<file path="config.mk">
export PLATFORM = sky130hd
export DESIGN_NAME = round_robin_trimmed_mean_adc_flat
export DESIGN_NICKNAME = d
export VERILOG_FILES = /design/src/rtl/core/trm_pkg.sv /design/src/rtl/core/trm_if.sv /design/src/rtl/core/round_robin_trimmed_mean_adc.sv /design/src/rtl/core/trm_window.sv /design/src/flat_wrapper.sv
export SDC_FILE = /design/constraint.sdc
export NUM_CORES = 1
export LEC_CHECK = 0
export CORE_ASPECT_RATIO = 0.8
export CORE_MARGIN = 8
export CORE_UTILIZATION = 45
export DETAILED_ROUTE_END_ITERATION = 10
export DONT_BUFFER_PORTS = 1
export PLACE_DENSITY = 0.57
export SLEW_MARGIN = 25
export SYNTH_ARGS = -nofsm -noshare
export SYNTH_HDL_FRONTEND = slang
export SYNTH_HIERARCHICAL = 1
export SYNTH_SLANG_ARGS = --single-unit
export TNS_END_PERCENT = 30
</file>
<file path="constraint.sdc">
create_clock -name clock -period 5.84 [get_ports clock]
set_input_delay 0.584 -clock clock [delete_from_list [all_inputs] [get_ports clock]]
set_output_delay 0.584 -clock clock [all_outputs]
set_load 0.01 [all_outputs]
</file>
<file path="src/rtl/core/trm_pkg.sv">
// trm_pkg: widths, channel codes and payload types of the trimmed-mean averager
// used by the interfaces, the window datapath and the top level
package trm_pkg;

   localparam int SampleWidth  = 12;
   localparam int ChanWidth    = 5;
   localparam int SlotOutWidth = 3;
   localparam int CountWidth   = 3;
   localparam int SumWidth     = 15;

   localparam logic [CountWidth-1:0]  Window    = CountWidth'(6);
   localparam logic [SampleWidth-1:0] SampleMax = 12'hFFF;

   // transaction kinds
   localparam logic KindSample = 1'b0;
   localparam logic KindRead   = 1'b1;

   // ADC channel codes of slots 0, 1 and 2
   localparam logic [ChanWidth-1:0] ChanSlot0 = 5'd12;
   localparam logic [ChanWidth-1:0] ChanSlot1 = 5'd14;
   localparam logic [ChanWidth-1:0] ChanSlot2 = 5'd8;

   typedef struct packed {
      logic                     kind;
      logic [SampleWidth-1:0]   sample;
      logic [ChanWidth-1:0]     query_channel;
   } req_payload_type;

   typedef struct packed {
      logic [SlotOutWidth-1:0]  next_slot;
      logic                     window_done;
      logic [SlotOutWidth-1:0]  done_slot;
      logic [SampleWidth-1:0]   done_average;
      logic [SampleWidth-1:0]   read_value;
   } rsp_payload_type;

endpackage

</file>
<file path="src/rtl/core/trm_if.sv">
// trm_req_if / trm_rsp_if: valid/ready channels of the trimmed-mean averager
// depends on trm_pkg for field widths
interface trm_req_if
   import trm_pkg::*;
   ();
   logic                   valid;
   logic                   ready;
   logic                   kind;
   logic [SampleWidth-1:0] sample;
   logic [ChanWidth-1:0]   query_channel;

   modport source (output valid, output kind, output sample, output query_channel,
                   input ready);
   modport sink   (input valid, input kind, input sample, input query_channel,
                   output ready);
endinterface

interface trm_rsp_if
   import trm_pkg::*;
   ();
   logic                    valid;
   logic                    ready;
   logic [SlotOutWidth-1:0] next_slot;
   logic                    window_done;
   logic [SlotOutWidth-1:0] done_slot;
   logic [SampleWidth-1:0]  done_average;
   logic [SampleWidth-1:0]  read_value;

   modport source (output valid, output next_slot, output window_done,
                   output done_slot, output done_average, output read_value,
                   input ready);
   modport sink   (input valid, input next_slot, input window_done,
                   input done_slot, input done_average, input read_value,
                   output ready);
endinterface

</file>
<file path="src/rtl/core/round_robin_trimmed_mean_adc.sv">
// an accepted request enters the input register, its response the output register
// throughput: one transaction per cycle unless a response stalls; input register feeds
//   the window datapath, whose output register can hold while the input side moves
// reset (synchronous, active high): both stages empty, slot 0, empty window,
//   all stored averages zero
module round_robin_trimmed_mean_adc
   import trm_pkg::*;
#(
   parameter int SLOTS = 3
) (
   input  logic          clock,
   input  logic          reset,
   trm_req_if.sink       req_bus,
   trm_rsp_if.source     rsp_bus
);

   logic            s1_valid_ff, s1_valid_in;
   req_payload_type s1_item_ff, s1_item_in;
   logic            s2_valid_ff, s2_valid_in;
   rsp_payload_type s2_rsp_ff, s2_rsp_in;
   rsp_payload_type result;
   logic            s1_move;
   logic            req_take;

   trm_window #(.SLOTS(SLOTS)) u_window (
      .clock   (clock),
      .reset   (reset),
      .step_en (s1_move),
      .item    (s1_item_ff),
      .result  (result)
   );

   always_comb begin
      s1_move       = s1_valid_ff && (!s2_valid_ff || rsp_bus.ready);
      req_bus.ready = !s1_valid_ff || s1_move;
      req_take      = req_bus.valid && req_bus.ready;

      s1_valid_in = req_take ? 1'b1 : (s1_move ? 1'b0 : s1_valid_ff);
      s1_item_in  = s1_item_ff;
      if (req_take) begin
         s1_item_in.kind          = req_bus.kind;
         s1_item_in.sample        = req_bus.sample;
         s1_item_in.query_channel = req_bus.query_channel;
      end

      s2_valid_in = s1_move ? 1'b1 : (rsp_bus.ready ? 1'b0 : s2_valid_ff);
      s2_rsp_in   = s1_move ? result : s2_rsp_ff;

      rsp_bus.valid        = s2_valid_ff;
      rsp_bus.next_slot    = s2_rsp_ff.next_slot;
      rsp_bus.window_done  = s2_rsp_ff.window_done;
      rsp_bus.done_slot    = s2_rsp_ff.done_slot;
      rsp_bus.done_average = s2_rsp_ff.done_average;
      rsp_bus.read_value   = s2_rsp_ff.read_value;
   end

   always_ff @(posedge clock) begin
      if (reset) begin
         s1_valid_ff <= 1'b0;
         s2_valid_ff <= 1'b0;
      end else begin
         s1_valid_ff <= s1_valid_in;
         s2_valid_ff <= s2_valid_in;
      end
   end

   // payload registers need no reset
   always_ff @(posedge clock) begin
      s1_item_ff <= s1_item_in;
      s2_rsp_ff  <= s2_rsp_in;
   end

endmodule

</file>
<file path="src/rtl/core/trm_window.sv">
// trm_window: running max/min/sum per window, slot rotation and stored averages
// computes one transaction's result and commits state on step_en; uses trm_pkg
module trm_window
   import trm_pkg::*;
#(
   parameter int SLOTS = 3
) (
   input  logic            clock,
   input  logic            reset,
   input  logic            step_en,
   input  req_payload_type item,
   output rsp_payload_type result
);

   localparam int SlotBits = (SLOTS > 1) ? $clog2(SLOTS) : 1;
   localparam logic [SlotBits-1:0] LastSlot = SlotBits'(SLOTS - 1);

   logic [SlotBits-1:0]    slot_ff, slot_in;
   logic [CountWidth-1:0]  count_ff, count_in;
   logic [SampleWidth-1:0] max_ff, max_in;
   logic [SampleWidth-1:0] min_ff, min_in;
   logic [SumWidth-1:0]    sum_ff, sum_in;
   logic [SampleWidth-1:0] avg_ff [SLOTS];
   logic [SampleWidth-1:0] avg_in [SLOTS];

   logic                    is_sample;
   logic [SampleWidth-1:0]  max_new, min_new;
   logic [SumWidth-1:0]     sum_new, trimmed;
   logic [CountWidth-1:0]   count_new;
   logic                    win_done;
   logic [SampleWidth-1:0]  avg_new;
   logic [SlotBits-1:0]     slot_inc;
   logic                    q_known;
   logic [SlotOutWidth-1:0] q_slot;
   logic [SampleWidth-1:0]  rd_value;

   always_comb begin
      is_sample = (item.kind == KindSample);
      max_new   = (item.sample > max_ff) ? item.sample : max_ff;
      min_new   = (item.sample < min_ff) ? item.sample : min_ff;
      sum_new   = sum_ff + SumWidth'(item.sample);
      count_new = count_ff + CountWidth'(1);
      win_done  = is_sample && (count_new == Window);
      // drop largest and smallest, then divide the four left by 4
      trimmed   = sum_new - SumWidth'(max_new) - SumWidth'(min_new);
      avg_new   = trimmed[SampleWidth+1:2];
      slot_inc  = (slot_ff == LastSlot) ? '0 : slot_ff + SlotBits'(1);

      case (item.query_channel)
         ChanSlot0: begin
            q_known = 1'b1;
            q_slot  = SlotOutWidth'(0);
         end
         ChanSlot1: begin
            q_known = 1'b1;
            q_slot  = SlotOutWidth'(1);
         end
         ChanSlot2: begin
            q_known = 1'b1;
            q_slot  = SlotOutWidth'(2);
         end
         default: begin
            q_known = 1'b0;
            q_slot  = '0;
         end
      endcase

      // slots at or beyond SLOTS match no entry and read as zero
      rd_value = '0;
      for (int i = 0; i < SLOTS; i++) begin
         if (q_known && q_slot == SlotOutWidth'(i)) begin
            rd_value = avg_ff[i];
         end
      end

      slot_in  = slot_ff;
      count_in = count_ff;
      max_in   = max_ff;
      min_in   = min_ff;
      sum_in   = sum_ff;
      for (int i = 0; i < SLOTS; i++) begin
         avg_in[i] = avg_ff[i];
      end
      if (step_en && is_sample) begin
         if (win_done) begin
            count_in = '0;
            max_in   = '0;
            min_in   = SampleMax;
            sum_in   = '0;
            slot_in  = slot_inc;
            for (int i = 0; i < SLOTS; i++) begin
               if (slot_ff == SlotBits'(i)) begin
                  avg_in[i] = avg_new;
               end
            end
         end else begin
            count_in = count_new;
            max_in   = max_new;
            min_in   = min_new;
            sum_in   = sum_new;
         end
      end

      result.next_slot    = SlotOutWidth'(win_done ? slot_inc : slot_ff);
      result.window_done  = win_done;
      result.done_slot    = win_done ? SlotOutWidth'(slot_ff) : '0;
      result.done_average = win_done ? avg_new : '0;
      result.read_value   = is_sample ? '0 : rd_value;
   end

   always_ff @(posedge clock) begin
      if (reset) begin
         slot_ff  <= '0;
         count_ff <= '0;
         max_ff   <= '0;
         min_ff   <= SampleMax;
         sum_ff   <= '0;
         for (int i = 0; i < SLOTS; i++) begin
            avg_ff[i] <= '0;
         end
      end else begin
         slot_ff  <= slot_in;
         count_ff <= count_in;
         max_ff   <= max_in;
         min_ff   <= min_in;
         sum_ff   <= sum_in;
         for (int i = 0; i < SLOTS; i++) begin
            avg_ff[i] <= avg_in[i];
         end
      end
   end

endmodule

</file>
<file path="src/flat_wrapper.sv">
// flat-port wrapper written by rule: the top's interface ports become plain ports
module round_robin_trimmed_mean_adc_flat import trm_pkg::*;
#(
   parameter int SLOTS = 3
)
  (clock, reset, req_bus_valid, req_bus_kind, req_bus_sample, req_bus_query_channel, req_bus_ready, rsp_bus_valid, rsp_bus_next_slot, rsp_bus_window_done, rsp_bus_done_slot, rsp_bus_done_average, rsp_bus_read_value, rsp_bus_ready);
  trm_req_if req_bus_i ();
  trm_rsp_if rsp_bus_i ();
  input  logic clock;
  input  logic reset;
  input wire logic [$bits(req_bus_i.valid)-1:0] req_bus_valid;
  input wire logic [$bits(req_bus_i.kind)-1:0] req_bus_kind;
  input wire logic [$bits(req_bus_i.sample)-1:0] req_bus_sample;
  input wire logic [$bits(req_bus_i.query_channel)-1:0] req_bus_query_channel;
  output wire logic [$bits(req_bus_i.ready)-1:0] req_bus_ready;
  output wire logic [$bits(rsp_bus_i.valid)-1:0] rsp_bus_valid;
  output wire logic [$bits(rsp_bus_i.next_slot)-1:0] rsp_bus_next_slot;
  output wire logic [$bits(rsp_bus_i.window_done)-1:0] rsp_bus_window_done;
  output wire logic [$bits(rsp_bus_i.done_slot)-1:0] rsp_bus_done_slot;
  output wire logic [$bits(rsp_bus_i.done_average)-1:0] rsp_bus_done_average;
  output wire logic [$bits(rsp_bus_i.read_value)-1:0] rsp_bus_read_value;
  input wire logic [$bits(rsp_bus_i.ready)-1:0] rsp_bus_ready;
  assign req_bus_i.valid = req_bus_valid;
  assign req_bus_i.kind = req_bus_kind;
  assign req_bus_i.sample = req_bus_sample;
  assign req_bus_i.query_channel = req_bus_query_channel;
  assign req_bus_ready = req_bus_i.ready;
  assign rsp_bus_valid = rsp_bus_i.valid;
  assign rsp_bus_next_slot = rsp_bus_i.next_slot;
  assign rsp_bus_window_done = rsp_bus_i.window_done;
  assign rsp_bus_done_slot = rsp_bus_i.done_slot;
  assign rsp_bus_done_average = rsp_bus_i.done_average;
  assign rsp_bus_read_value = rsp_bus_i.read_value;
  assign rsp_bus_i.ready = rsp_bus_ready;
  round_robin_trimmed_mean_adc #(.SLOTS(SLOTS)) u_core (.clock(clock), .reset(reset), .req_bus(req_bus_i), .rsp_bus(rsp_bus_i));
endmodule
</file>
==> summary.md, run 1 <==
| Metric | Value |
|---|---|
| Initial antenna violation count | `0` |
| Async SR Flop Fraction | `0%` |
| Post-Synth Simple-Gate Area | `14.33%` |
| Library cell occupying the most area in the post-synthesis netlist | `sky130_fd_sc_hd__dfxtp_1` |
| Die Width | `155.4 um` |
| Most frequently used cell type in the post-synthesis netlist | `sky130_fd_sc_hd__dfxtp_1` |
| Remaining Overflow, GRT | `0` |
| Synthesized-area fraction occupied by xor and xnor cells | `2.254%` |
| Number of synthesized flops with an enable pin | `49` |
| Number of register bits inferred by synthesis | `130` |
| First-pass detailed-route iteration total | `5` |
| Total via count after detailed routing | `between 5000 and 6000` |
| Post-route DRC violation count | `0` |
| Tmin final | `slightly below 5000 ps` |
| Most used standard cells in the synthesized netlist | `sky130_fd_sc_hd__dfxtp_1 (81), sky130_fd_sc_hd__ha_1 (51), sky130_fd_sc_hd__nor2_1 (51), sky130_fd_sc_hd__edfxtp_1 (49), sky130_fd_sc_hd__nand2_1 (46)` |
| Top_reg_cell synth | `sky130_fd_sc_hd__dfxtp_1` |
| Post-DR vias/cell | `5.687` |
| Estimated wirelength of the detail-placed design | `12.05 mm` |
| CTS Hold Bufs | `0` |
| Overall die area | `19810 um^2` |
| Final setup viols | `0` |
| Num Clock Sinks | `130` |
| Synth Area in Adders | `12.27%` |
| Maximum buffer depth of the clock tree | `2` |
| Number of antenna cells inserted | `0` |
| Number of instances resized during post-cts repair | `0` |
| Later-pin clock latency in the skew report | `around 420 ps` |
| Final max-slew violation count | `0` |
| Number of global-route vias before repair | `5119` |
| Category of the critical setup timing path | `flip-flop to flip-flop` |
| Final clock period utilization by the worst path | `between 80% and 90%` |
| Number of buffers inserted during clock tree synthesis | `17` |
| Area inside the core boundary | `15110 um^2` |
| Mapped cell area | `6993 um^2` |
| Fraction of layout cells with a size suffix above 1 | `8.345%` |
| Fmax | `about 200 MHz` |
| Leakage | `0.003069 uW` |
| Area Growth Syn to Fin | `11.08%` |
| Top post-synthesis cells by area | `sky130_fd_sc_hd__dfxtp_1 (23%), sky130_fd_sc_hd__edfxtp_1 (21%), sky130_fd_sc_hd__ha_1 (9.1%)` |
| Pwr per Cell Area | `330.2 nW/um^2` |
| Number of distinct standard cells referenced by the synthesized netlist | `64` |
| Wire length per cell after detailed routing | `approximately 19 um` |
| Synthesized area per cell | `10.27 um^2` |
| Outcome | `finished clean` |
| Global routing usage summed across all routing layers | `17.44%` |
| Count of H-tree levels built during CTS | `4` |
| Sort of element at the start of the critical path | `flip-flop` |
| Type of element capturing the critical path | `flip-flop` |
| Maximum capacitance violations | `0` |
| Sequential area share after synthesis | `roughly 44%` |
| Largest voltage drop on the vdd net | `0.0002044 V` |
| Starting Density | `46.27%` |
| Maximum fanout count along the critical path | `14` |
| CP required | `around 6000 ps` |
| Cell at the root of the clock tree | `sky130_fd_sc_hd__clkbuf_16` |
| DRT Wirelength | `16.85 mm` |
| Cell Rows | `40` |
| Yosys Warn Count | `6` |
| Endpoints failing hold | `0` |
| Transition time at the pin with the least slew margin | `between 1000 and 1500 ps` |
| PortBufs | `0` |
| Setup repair after global routing missed its margin | `no` |
| Number of nets in the layout | `766` |
| Mux share of post-synthesis cell area | `4.312%` |
| Final total power | `around 2600 uW` |
| Total Negative Setup Slacks | `0 ps` |
| Maximum number of pins on one net before global-route repair | `63` |
| Fraction of synthesized cell area taken by the top area cell type | `23.19%` |
| Final Skew | `9.340 ps` |
| Worst rel slew slack | `30.33%` |
| Worst hold-check path type | `input port to flip-flop` |
| Arrival time of the worst setup path | `5040 ps` |
| Final weighted congestion in routability-driven placement | `0.9211` |
| Top-level port count | `55` |
| Clock-pin slew on the worst setup and hold paths | `60 ps` |
| First DRT Iteration DRCs | `approximately 420` |
| Clock tree from TritonCTS | `yes` |
| Post-route antenna net violation count | `0` |
| Mapped Cells | `~680` |
| Buffer count from post-CTS setup fixing | `0` |
| Post-synthesis compound-gate area fraction | `18.41%` |
| Wire length of the first global-routing pass | `around 27 mm` |
| Dominant combinational cell family by area after synthesis | `compound AO/OA/AOI/OAI gates` |
| Vert. Die Dim | `between 100 and 150 um` |
placed cells by master, fill, tap and decap left out, types with 5 or more instances in the layout:
cell                        synthesis  layout
sky130_fd_sc_hd__dfxtp_1           81      81
sky130_fd_sc_hd__nor2_1            51      51
sky130_fd_sc_hd__ha_1              51      51
sky130_fd_sc_hd__edfxtp_1          49      49
sky130_fd_sc_hd__nand2_1           46      46
sky130_fd_sc_hd__a21oi_1           45      44
sky130_fd_sc_hd__inv_1             40      40
sky130_fd_sc_hd__mux2i_1           29      29
sky130_fd_sc_hd__o21ai_0           26      26
sky130_fd_sc_hd__clkbuf_16          0      17
sky130_fd_sc_hd__nand2b_1          17      17
sky130_fd_sc_hd__nor2b_1           17      17
sky130_fd_sc_hd__a22o_1            16      16
sky130_fd_sc_hd__o22a_1            12      12
sky130_fd_sc_hd__xnor2_1           12      12
sky130_fd_sc_hd__a222oi_1          12      12
sky130_fd_sc_hd__fa_1              11      11
sky130_fd_sc_hd__o22ai_1           10      10
sky130_fd_sc_hd__and2_1            10      10
sky130_fd_sc_hd__buf_4              5       9
sky130_fd_sc_hd__a211oi_1           9       9
sky130_fd_sc_hd__nor3_1             9       9
sky130_fd_sc_hd__a21o_1             8       8
sky130_fd_sc_hd__o21a_1             7       7
sky130_fd_sc_hd__a22oi_1            6       6
sky130_fd_sc_hd__nand3b_1           6       6
sky130_fd_sc_hd__nand4_1            6       6
sky130_fd_sc_hd__xor2_1             6       6
sky130_fd_sc_hd__nor3b_1            5       5
sky130_fd_sc_hd__a211o_1            5       5
sky130_fd_sc_hd__nand3_1            5       5
sky130_fd_sc_hd__or2_2              5       5
through the flow:
stage	cells	worst slack (ps)	area, um^2	hold WS [ps]	util [%]
2_1_floorplan	682	1464	6997	431.5	-
3_3_place_gp	872	1182	7181	433.8	47.51
3_5_place_dp	873	1038	7188	442.7	47.56
4_1_cts	905	992.3	7764	202.0	51.37
5_1_grt	905	583.1	7767	210.8	51.39
6_report	905	959.4	7767	220.2	51.39
critical path, cell delays in order, from the launching register on:
cell,delay (ps)
sky130_fd_sc_hd__edfxtp_1,510
sky130_fd_sc_hd__ha_1,360
sky130_fd_sc_hd__a21o_1,180
sky130_fd_sc_hd__a211o_1,330
sky130_fd_sc_hd__a211oi_1,230
sky130_fd_sc_hd__nor2_1,80
sky130_fd_sc_hd__buf_4,210
sky130_fd_sc_hd__mux2i_1,220
sky130_fd_sc_hd__fa_1,460
sky130_fd_sc_hd__ha_1,370
sky130_fd_sc_hd__a22oi_1,200
sky130_fd_sc_hd__nand2_1,80
sky130_fd_sc_hd__a2111oi_0,670
sky130_fd_sc_hd__or2_2,250
sky130_fd_sc_hd__o21bai_1,80
sky130_fd_sc_hd__xnor2_1,310
sky130_fd_sc_hd__nor2_1,70
area by class of cell:
type                            count  area [um^2]
Clock buffer                       19        442.9
Clock inverter                     13        132.6
Fill cell                        1395         7347
Inverter                           40        150.1
Multi-Input combinational cell    484         3618
Sequential cell                   130         3093
Tap cell                          210        262.8
Timing Repair Buffer                9        67.56
power breakdown:
group          internal, uW  leakage (uW)  switching (uW)  total, uW
Sequential              968       0.00113            28.1        996
Combinational           204       0.00166             322        525
Clock                   638      0.000279             406       1040
Total                  1810       0.00307             756       2560
per-layer routing:
metal  part of all wire, %  track usage, %  vias to the layer above
met2                    42           25.63                      115
met5                     0               0                        -
met1                    51           24.05                     2508
met3                   4.7           3.807                       25
li1                      -               -                     2499
met4                   1.8           7.802                        0
cell families after synthesis:
kind of cell	Yosys count
AOI/OAI and AO/OA	181
xor gates and xnor gates	18
adders and majority gates	62
buffers and inverters	68
DFF	130
muxes	30
other	1
and+or+nand+nor	191
path summary, 6_finish.rpt:
path,startpoint,endpoint,slack [ps],cells past startpoint
worst max register to register,u_core/s1_item_ff[14]$_DFFE_PP_,u_core/rsp_bus.done_average[8]$_DFFE_PP_,960,16
worst min register to register,u_core/u_window/avg_ff[0][16]$_SDFFE_PP0P_,u_core/u_window/avg_ff[0][16]$_SDFFE_PP0P_,450,2
worst min-delay path,reset,u_core/s1_valid_ff$_SDFFE_PP0P_,220,1
worst max-delay path,u_core/s1_item_ff[14]$_DFFE_PP_,u_core/rsp_bus.done_average[8]$_DFFE_PP_,960,16
registers in the layout (all words and copies together), names as in the netlist, 12 cells and up:
register	cells
u_core/s1_item_ff	18
u_core/u_window/min_ff	12
u_core/rsp_bus.done_average	12
u_core/rsp_bus.read_value	12
u_core/u_window/sum_ff	14
u_core/u_window/avg_ff	36
u_core/u_window/max_ff	12
(Power assumes the default switching activity.)
==> run 2: changes to the inputs <==
--- a/config.mk
+++ b/config.mk
@@ -10,7 +10,7 @@
 export CORE_UTILIZATION = 45
 export DETAILED_ROUTE_END_ITERATION = 10
 export DONT_BUFFER_PORTS = 1
-export PLACE_DENSITY = 0.57
+export PLACE_DENSITY = 0.59
 export SLEW_MARGIN = 25
 export SYNTH_ARGS = -nofsm -noshare
 export SYNTH_HDL_FRONTEND = slang
==> constraint.sdc (replaced) <==
create_clock -name clock -period 4.1 [get_ports clock]
set_input_delay 0.41 -clock clock [delete_from_list [all_inputs] [get_ports clock]]
set_output_delay 0.41 -clock clock [all_outputs]
set_load 0.01 [all_outputs]
==> summary.md, run 2 (synthesized netlist as in run 1, its figures left out) <==
| Metric | Value |
|---|---|
| Post-layout instance area | `8793 um^2 (+13%)` |
| Final WS setup | `-125.8 ps (-1085 ps)` |
| Sequential share of power | `33.9% (-4.9 points)` |
| Cell at the root of the clock tree | `sky130_fd_sc_hd__clkbuf_16` |
| Global routing usage summed across all routing layers | `18.17% (+0.73 points)` |
| Multi-input gate area | `4019 um^2 (+11%)` |
| Top-level port count | `55 (unchanged)` |
| Number of antenna cells inserted | `0 (unchanged)` |
| Filler instances | `1282 (-8.1%)` |
| Worst hold-check path type | `input port to flip-flop` |
| Min Hold Slack | `51.61 ps (-168.6 ps)` |
| Endpoint, Worst Hold | `u_core/s1_valid_ff$_SDFFE_PP0P_` |
| Category of the critical setup timing path | `flip-flop to flip-flop` |
| Start of the worst register-to-register path | `u_core/s1_item_ff[6]$_DFFE_PP_` |
| DRT Wirelength | `18.19 mm (+7.9%)` |
| Arrival time of the worst setup path | `4390 ps (-650 ps)` |
| Chain of cells forming the critical path | `ha_1 -> a21o_1 -> a211o_1 -> a211oi_4 -> buf_4 -> nor2_4 -> mux2i_2 -> fa_1 -> ha_4 -> or2_2 -> o311a_1 -> o21a_1 -> nor2_2 -> xor2_2 -> nor2_1` |
| Maximum number of pins on one net before global-route repair | `63 (unchanged)` |
| Leakage | `0.003506 uW (+14%)` |
| Starting Density | `46.27% (unchanged)` |
| Top delay family on crit path | `compound AO/OA/AOI/OAI gates` |
| Hold Path Cell Cnt | `1 (unchanged)` |
| FF-to-FF End | `u_core/rsp_bus.done_average[6]$_DFFE_PP_` |
| Fraction of power spent switching nets | `28.94% (-0.53 points)` |
| Die Width | `155.4 um (unchanged)` |
| Final max-slew violation count | `0 (unchanged)` |
| Type of element capturing the critical path | `flip-flop` |
| Top flop regs | `u_core/u_window/avg_ff x36, u_core/s1_item_ff x18, u_core/u_window/sum_ff x14` |
| Most flops, register | `u_core/u_window/avg_ff` |
| First-pass detailed-route iteration total | `9 (+4)` |
| Sort of element at the start of the critical path | `flip-flop` |
| Setup repair after global routing missed its margin | `yes` |
| Net switching component of the power | `1199 uW (+59%)` |
| Number of buffers inserted during clock tree synthesis | `17 (unchanged)` |
| Final setup viols | `14 (+14)` |
| Maximum fanout count along the critical path | `6 (-8)` |
| Wire length of the first global-routing pass | `28.55 mm (+5.0%)` |
| Total via count after detailed routing | `5553 (+7.9%)` |
| Area Growth Syn to Fin | `25.75%` |
| Overall die area | `19810 um^2 (unchanged)` |
| Cell Rows | `40 (unchanged)` |
| CP required | `4260 ps (-1740 ps)` |
| Buffers and inverters on the worst path | `1 (unchanged)` |
| Vert. Die Dim | `127.5 um (unchanged)` |
| Final clock period utilization by the worst path | `103.1% (+19 points)` |
| Combinational share of power | `28.6% (+8.1 points)` |
| Num Clock Sinks | `130 (unchanged)` |
| CP max stage delay | `500 ps (-170 ps)` |
| Area inside the core boundary | `15110 um^2 (unchanged)` |
| Clock-pin slew on the worst setup and hold paths | `60 ps (about the same)` |
| Pwr per Cell Area | `471.1 nW/um^2 (+43%)` |
| Violations in the final reports | `setup timing` |
| Worst rel slew slack | `27.54% (-2.8 points)` |
| Setup slack, reg-to-reg | `-130 ps (-1090 ps)` |
| Final weighted congestion in routability-driven placement | `0.8702 (-5.5%)` |
| Estimated wirelength of the detail-placed design | `12.90 mm (+7.1%)` |
| Hold path startpoint | `reset` |
| Final Skew | `6.819 ps (-2.520 ps)` |
| Clock network fraction of total power | `37.4% (-3.3 points)` |
| Maximum capacitance violations | `0 (unchanged)` |
| Worst reg-to-reg path cell count | `15 (-1)` |
| First DRT Iteration DRCs | `418 (-1.2%)` |
| Post-route DRC violation count | `0 (unchanged)` |
| PortBufs | `0 (unchanged)` |
| Largest voltage drop on the vdd net | `0.0003921 V (+92%)` |
| Count of H-tree levels built during CTS | `4 (unchanged)` |
| Placed inst area | `7761 um^2 (+8.0%)` |
| Fmax | `236.6 MHz (+15%)` |
| Fraction of layout cells with a size suffix above 1 | `23.96% (+16 points)` |
| Outcome | `finished with violations` |
| Wire length per cell after detailed routing | `18.52 um (-0.52%)` |
| Transition time at the pin with the least slew margin | `1083 ps (+41.68 ps)` |
| Number of global-route vias before repair | `5561 (+8.6%)` |
| Tmin final | `4226 ps (-654.8 ps)` |
| Post-DR vias/cell | `5.655 (-0.57%)` |
| Initial antenna violation count | `0 (unchanged)` |
| Most frequent standard cell in the layout excluding fill and tap cells | `sky130_fd_sc_hd__dfxtp_1` |
| Post-route antenna net violation count | `0 (unchanged)` |
| P_int | `2944 uW (+63%)` |
| Number of nets in the layout | `843 (+10%)` |
| Max reg flops | `36 (unchanged)` |
| Endpoints failing hold | `0 (unchanged)` |
| Commonest cells after routing, fill and taps aside | `sky130_fd_sc_hd__dfxtp_1 (81), sky130_fd_sc_hd__buf_4 (80), sky130_fd_sc_hd__edfxtp_1 (49)` |
| Later-pin clock latency in the skew report | `420 ps (about the same)` |
| Area taken by flip-flops and latches | `3093 um^2 (unchanged)` |
| Cell at the slowest stage of the critical path | `sky130_fd_sc_hd__fa_1` |
| Remaining Overflow, GRT | `0 (unchanged)` |
| Clock tree from TritonCTS | `yes` |
| Maximum buffer depth of the clock tree | `2 (unchanged)` |
-- run 2: cell types whose count changed in the layout (fill, tap and decap cells not counted), sizes merged --
cell    before  now
buf          9   85
inv         43   42
bufinv       2    3
nor2        51   52
-- run 2: layer usage --
metal	track usage, %	part of all wire, %	up-vias
li1	-	-	2649
met1	23.88	47	2698
met2	28.20	45	186
met3	5.222	6.9	20
met4	5.923	1.0	0
met5	0	0	-
-- run 2: worst max-delay path by stage --
| stage | from | end | slack, ps | depth (start not counted) |
|---|---|---|---|---|
| after global placement | u_core/s1_item_ff[12]$_DFFE_PP_ | u_core/rsp_bus.done_average[8]$_DFFE_PP_ | -160 | 15 |
| after floorplan | u_core/s1_item_ff[14]$_DFFE_PP_ | u_core/rsp_bus.done_average[6]$_DFFE_PP_ | -7 | 17 |
| after global routing | u_core/s1_item_ff[12]$_DFFE_PP_ | u_core/rsp_bus.done_average[6]$_DFFE_PP_ | -320 | 17 |
| final | u_core/s1_item_ff[6]$_DFFE_PP_ | u_core/rsp_bus.done_average[6]$_DFFE_PP_ | -130 | 15 |
| after CTS | u_core/s1_item_ff[6]$_DFFE_PP_ | u_core/rsp_bus.done_average[6]$_DFFE_PP_ | -120 | 19 |
| after detailed placement | u_core/s1_item_ff[12]$_DFFE_PP_ | u_core/rsp_bus.done_average[6]$_DFFE_PP_ | -230 | 14 |
-- run 2: repair_timing --
| item | 4_1_cts | 5_1_grt |
|---|---|---|
| hold buffers | 0 | 0 |
| buffers inserted | 2 | 6 |
| pin swaps | 7 | 21 |
| resized for setup | 18 | 51 |
| setup endpoints to repair | 34 | 36 |
| gates cloned | 0 | 1 |
-- run 2: area by class of cell --
cell class	count	share of cell area (%)
Multi-Input combinational cell	485	45.70
Sequential cell	130	35.17
Timing Repair Buffer	85	7.570
Clock buffer	19	5.037
Tap cell	210	2.988
Clock inverter	13	1.821
Inverter	40	1.707
-- run 2: power groups by stage --
stage          sequential, uW  clock, uW  combinational (uW)
6_report                 1410       1550                1190
5_1_grt                  1410       1640                1290
4_1_cts                  1410       1580                1030
3_5_place_dp             1430          0                 974
3_3_place_gp             1430          0                 955
2_1_floorplan            1430          0                 594
-- run 2: metrics by stage --
step	util (%)	std cells	setup TNS [ps]	power [uW]	worst slack [ps]
detailed placement	51.35	941	-4074	2407	-230.3
CTS	55.95	975	-535.5	4011	-121.5
global placement	51.35	941	-1623	2387	-156.1
finish	58.18	982	-804.0	4142	-125.8
global route	58.18	982	-6355	4341	-316.1
floorplan	-	682	-7.075	2027	-7.075
==> run 3: changes to the inputs <==
--- a/config.mk
+++ b/config.mk
@@ -11,6 +11,7 @@
 export DETAILED_ROUTE_END_ITERATION = 10
 export DONT_BUFFER_PORTS = 1
 export PLACE_DENSITY = 0.59
+export RECOVER_POWER = 25
 export SLEW_MARGIN = 25
 export SYNTH_ARGS = -nofsm -noshare
 export SYNTH_HDL_FRONTEND = slang
==> summary.md, run 3 (synthesized netlist as in run 1, its figures left out) <==
| Metric | Value |
|---|---|
| Final setup viols | `15 (+1)` |
| Category of the critical setup timing path | `flip-flop to flip-flop` |
| Pre-CTS WS | `-230.3 ps (unchanged)` |
| Met2 routed wirelength | `8.180 mm (-0.30%)` |
| Largest voltage drop on the vdd net | `0.0003924 V (about the same)` |
| Violations in the final reports | `setup timing` |
| Buffers and inverters on the worst path | `1 (unchanged)` |
| PortBufs | `0 (unchanged)` |
| Fmax | `236.3 MHz (-0.13%)` |
| Leakage | `0.003479 uW (-0.77%)` |
| Global routing usage summed across all routing layers | `18.17% (unchanged)` |
| Fraction of layout cells with a size suffix above 1 | `23.70% (-0.26 points)` |
| Number of antenna cells inserted | `0 (unchanged)` |
| Area Growth Syn to Fin | `25.53%` |
| Cell Rows | `40 (unchanged)` |
| Routed wl met3 | `1.245 mm (-0.48%)` |
| First DRT Iteration DRCs | `425 (+1.7%)` |
| Outcome | `finished with violations` |
| Remaining Overflow, GRT | `0 (unchanged)` |
| Overall die area | `19810 um^2 (unchanged)` |
| Most flops, register | `u_core/u_window/avg_ff` |
| Post-route DRC violation count | `0 (unchanged)` |
| Final clock period utilization by the worst path | `103.2% (+0.14 points)` |
| Initial antenna violation count | `0 (unchanged)` |
| Area inside the core boundary | `15110 um^2 (unchanged)` |
| Total via count after detailed routing | `5562 (+0.16%)` |
| Maximum number of pins on one net before global-route repair | `63 (unchanged)` |
| Maximum buffer depth of the clock tree | `2 (unchanged)` |
| Sort of element at the start of the critical path | `flip-flop` |
| Min Hold Slack | `49.91 ps (-1.701 ps)` |
| CP max stage delay | `500 ps (about the same)` |
| Tmin final | `4231 ps (+5.601 ps)` |
| Number of cells in the finished layout apart from fillers | `982 (unchanged)` |
| Wire length per cell after detailed routing | `18.54 um (+0.14%)` |
| Cell at the slowest stage of the critical path | `sky130_fd_sc_hd__fa_1` |
| Final WS setup | `-131.4 ps (-5.601 ps)` |
| Chain of cells forming the critical path | `ha_1 -> a21o_1 -> a211o_1 -> a211oi_4 -> buf_4 -> nor2_4 -> mux2i_2 -> fa_1 -> ha_4 -> or2_2 -> o311a_1 -> o21a_1 -> nor2_2 -> xor2_2 -> nor2_1` |
| Sum of routed wire segments on met1 | `8.604 mm (+0.68%)` |
| Final max-slew violation count | `0 (unchanged)` |
| Top flop regs | `u_core/u_window/avg_ff x36, u_core/s1_item_ff x18, u_core/u_window/sum_ff x14` |
| Cell at the root of the clock tree | `sky130_fd_sc_hd__clkbuf_16` |
| Final Skew | `6.526 ps (-0.2938 ps)` |
| Share of the core filled with cells | `58.08% (-0.099 points)` |
| Type of element capturing the critical path | `flip-flop` |
| Setup repair after global routing missed its margin | `yes` |
| Max reg flops | `36 (unchanged)` |
| Placed inst area | `7761 um^2 (unchanged)` |
| DRT Wirelength | `18.21 mm (+0.14%)` |
| Final weighted congestion in routability-driven placement | `0.8702 (unchanged)` |
| Worst rel slew slack | `18.27% (-9.3 points)` |
| Clock-pin slew on the worst setup and hold paths | `60 ps (about the same)` |
| Starting Density | `46.27% (unchanged)` |
| Arrival time of the worst setup path | `4390 ps (about the same)` |
| Maximum capacitance violations | `0 (unchanged)` |
| Later-pin clock latency in the skew report | `420 ps (about the same)` |
| Pwr per Cell Area | `471.6 nW/um^2 (+0.11%)` |
| Top delay family on crit path | `compound AO/OA/AOI/OAI gates` |
| Post-layout instance area | `8778 um^2 (-0.17%)` |
| Wire length of the first global-routing pass | `28.55 mm (unchanged)` |
| Die Width | `155.4 um (unchanged)` |
| Endpoints failing hold | `0 (unchanged)` |
| Post-DR vias/cell | `5.664 (+0.16%)` |
| Placed cells | `941 (unchanged)` |
| Num Clock Sinks | `130 (unchanged)` |
| Most frequent standard cell in the layout excluding fill and tap cells | `sky130_fd_sc_hd__dfxtp_1` |
| Maximum fanout count along the critical path | `6 (unchanged)` |
| Number of buffers inserted during clock tree synthesis | `17 (unchanged)` |
| Count of H-tree levels built during CTS | `4 (unchanged)` |
| Transition time at the pin with the least slew margin | `1225 ps (+142.4 ps)` |
| Top Metal Used | `met4` |
| Estimated wirelength of the detail-placed design | `12.90 mm (unchanged)` |
| Vert. Die Dim | `127.5 um (unchanged)` |
| Top-level port count | `55 (unchanged)` |
| Number of nets in the layout | `843 (unchanged)` |
| Worst hold-check path type | `input port to flip-flop` |
| Clock tree from TritonCTS | `yes` |
| Commonest cells after routing, fill and taps aside | `sky130_fd_sc_hd__dfxtp_1 (81), sky130_fd_sc_hd__buf_4 (80), sky130_fd_sc_hd__edfxtp_1 (49)` |
| Post-route antenna net violation count | `0 (unchanged)` |
| Number of global-route vias before repair | `5561 (unchanged)` |
| CP required | `4260 ps (about the same)` |
| First-pass detailed-route iteration total | `5 (-4)` |
-- run 3: cell counts in the layout (fill, tap and decap cells not counted) --
Identical to the previous run, type by type.
-- run 3: per-stage QoR --
| stage | total power, uW | setup TNS [ps] |
|---|---|---|
| floorplan | 2027 | -7.075 |
| global placement | 2387 | -1623 |
| detailed placement | 2407 | -4074 |
| CTS | 4011 | -535.5 |
| global route | 4340 | -6355 |
| finish | 4140 | -879.7 |
-- run 3: worst paths after layout --
path,start,cells after the start,slack (ps),endpoint
min reg2reg,u_core/u_window/avg_ff[0][7]$_SDFFE_PP0P_,2,450,u_core/u_window/avg_ff[0][7]$_SDFFE_PP0P_
max,u_core/s1_item_ff[6]$_DFFE_PP_,15,-130,u_core/rsp_bus.done_average[6]$_DFFE_PP_
max reg2reg,u_core/s1_item_ff[6]$_DFFE_PP_,15,-130,u_core/rsp_bus.done_average[6]$_DFFE_PP_
min,reset,1,50,u_core/s1_valid_ff$_SDFFE_PP0P_
-- run 3: worst register-to-register path: cells and delay by family (launching register included) --
family,cells,cell delay (ps)
AND/OR/NAND/NOR,4,560
multiplexers,1,250
XOR/XNOR,1,230
adder cells (fa/ha/maj),3,1020
AO/OA/AOI/OAI,5,1350
buffers and inverters,1,160
flip-flops,1,400
-- run 3: layout make-up --
type / count / area [um^2]
Clock buffer: 19 / 442.9
Multi-Input combinational cell: 485 / 4004
Tap cell: 210 / 262.8
Fill cell: 1285 / 6336
Inverter: 40 / 150.1
Clock inverter: 13 / 160.2
Sequential cell: 130 / 3093
Timing Repair Buffer: 85 / 665.6
-- run 3: repair_timing --
action / in CTS / in global routing
buffers inserted: 2 / 6
gates cloned: 0 / 1
hold buffers: 0 / 0
gates resized for setup: 18 / 51
endpoints found under the setup margin: 34 / 36
pin swaps: 7 / 21
-- run 3: power by group --
group | switching [uW] | internal (uW) | total (uW)
Clock | 576 | 972 | 1550
Sequential | 27.6 | 1380 | 1410
Combinational | 593 | 592 | 1190
-- run 3: routing by layer --
metal	up-vias	GRT usage, %
li1	2650	-
met1	2709	23.88
met2	184	28.20
met3	19	5.222
met4	0	5.923
met5	-	0
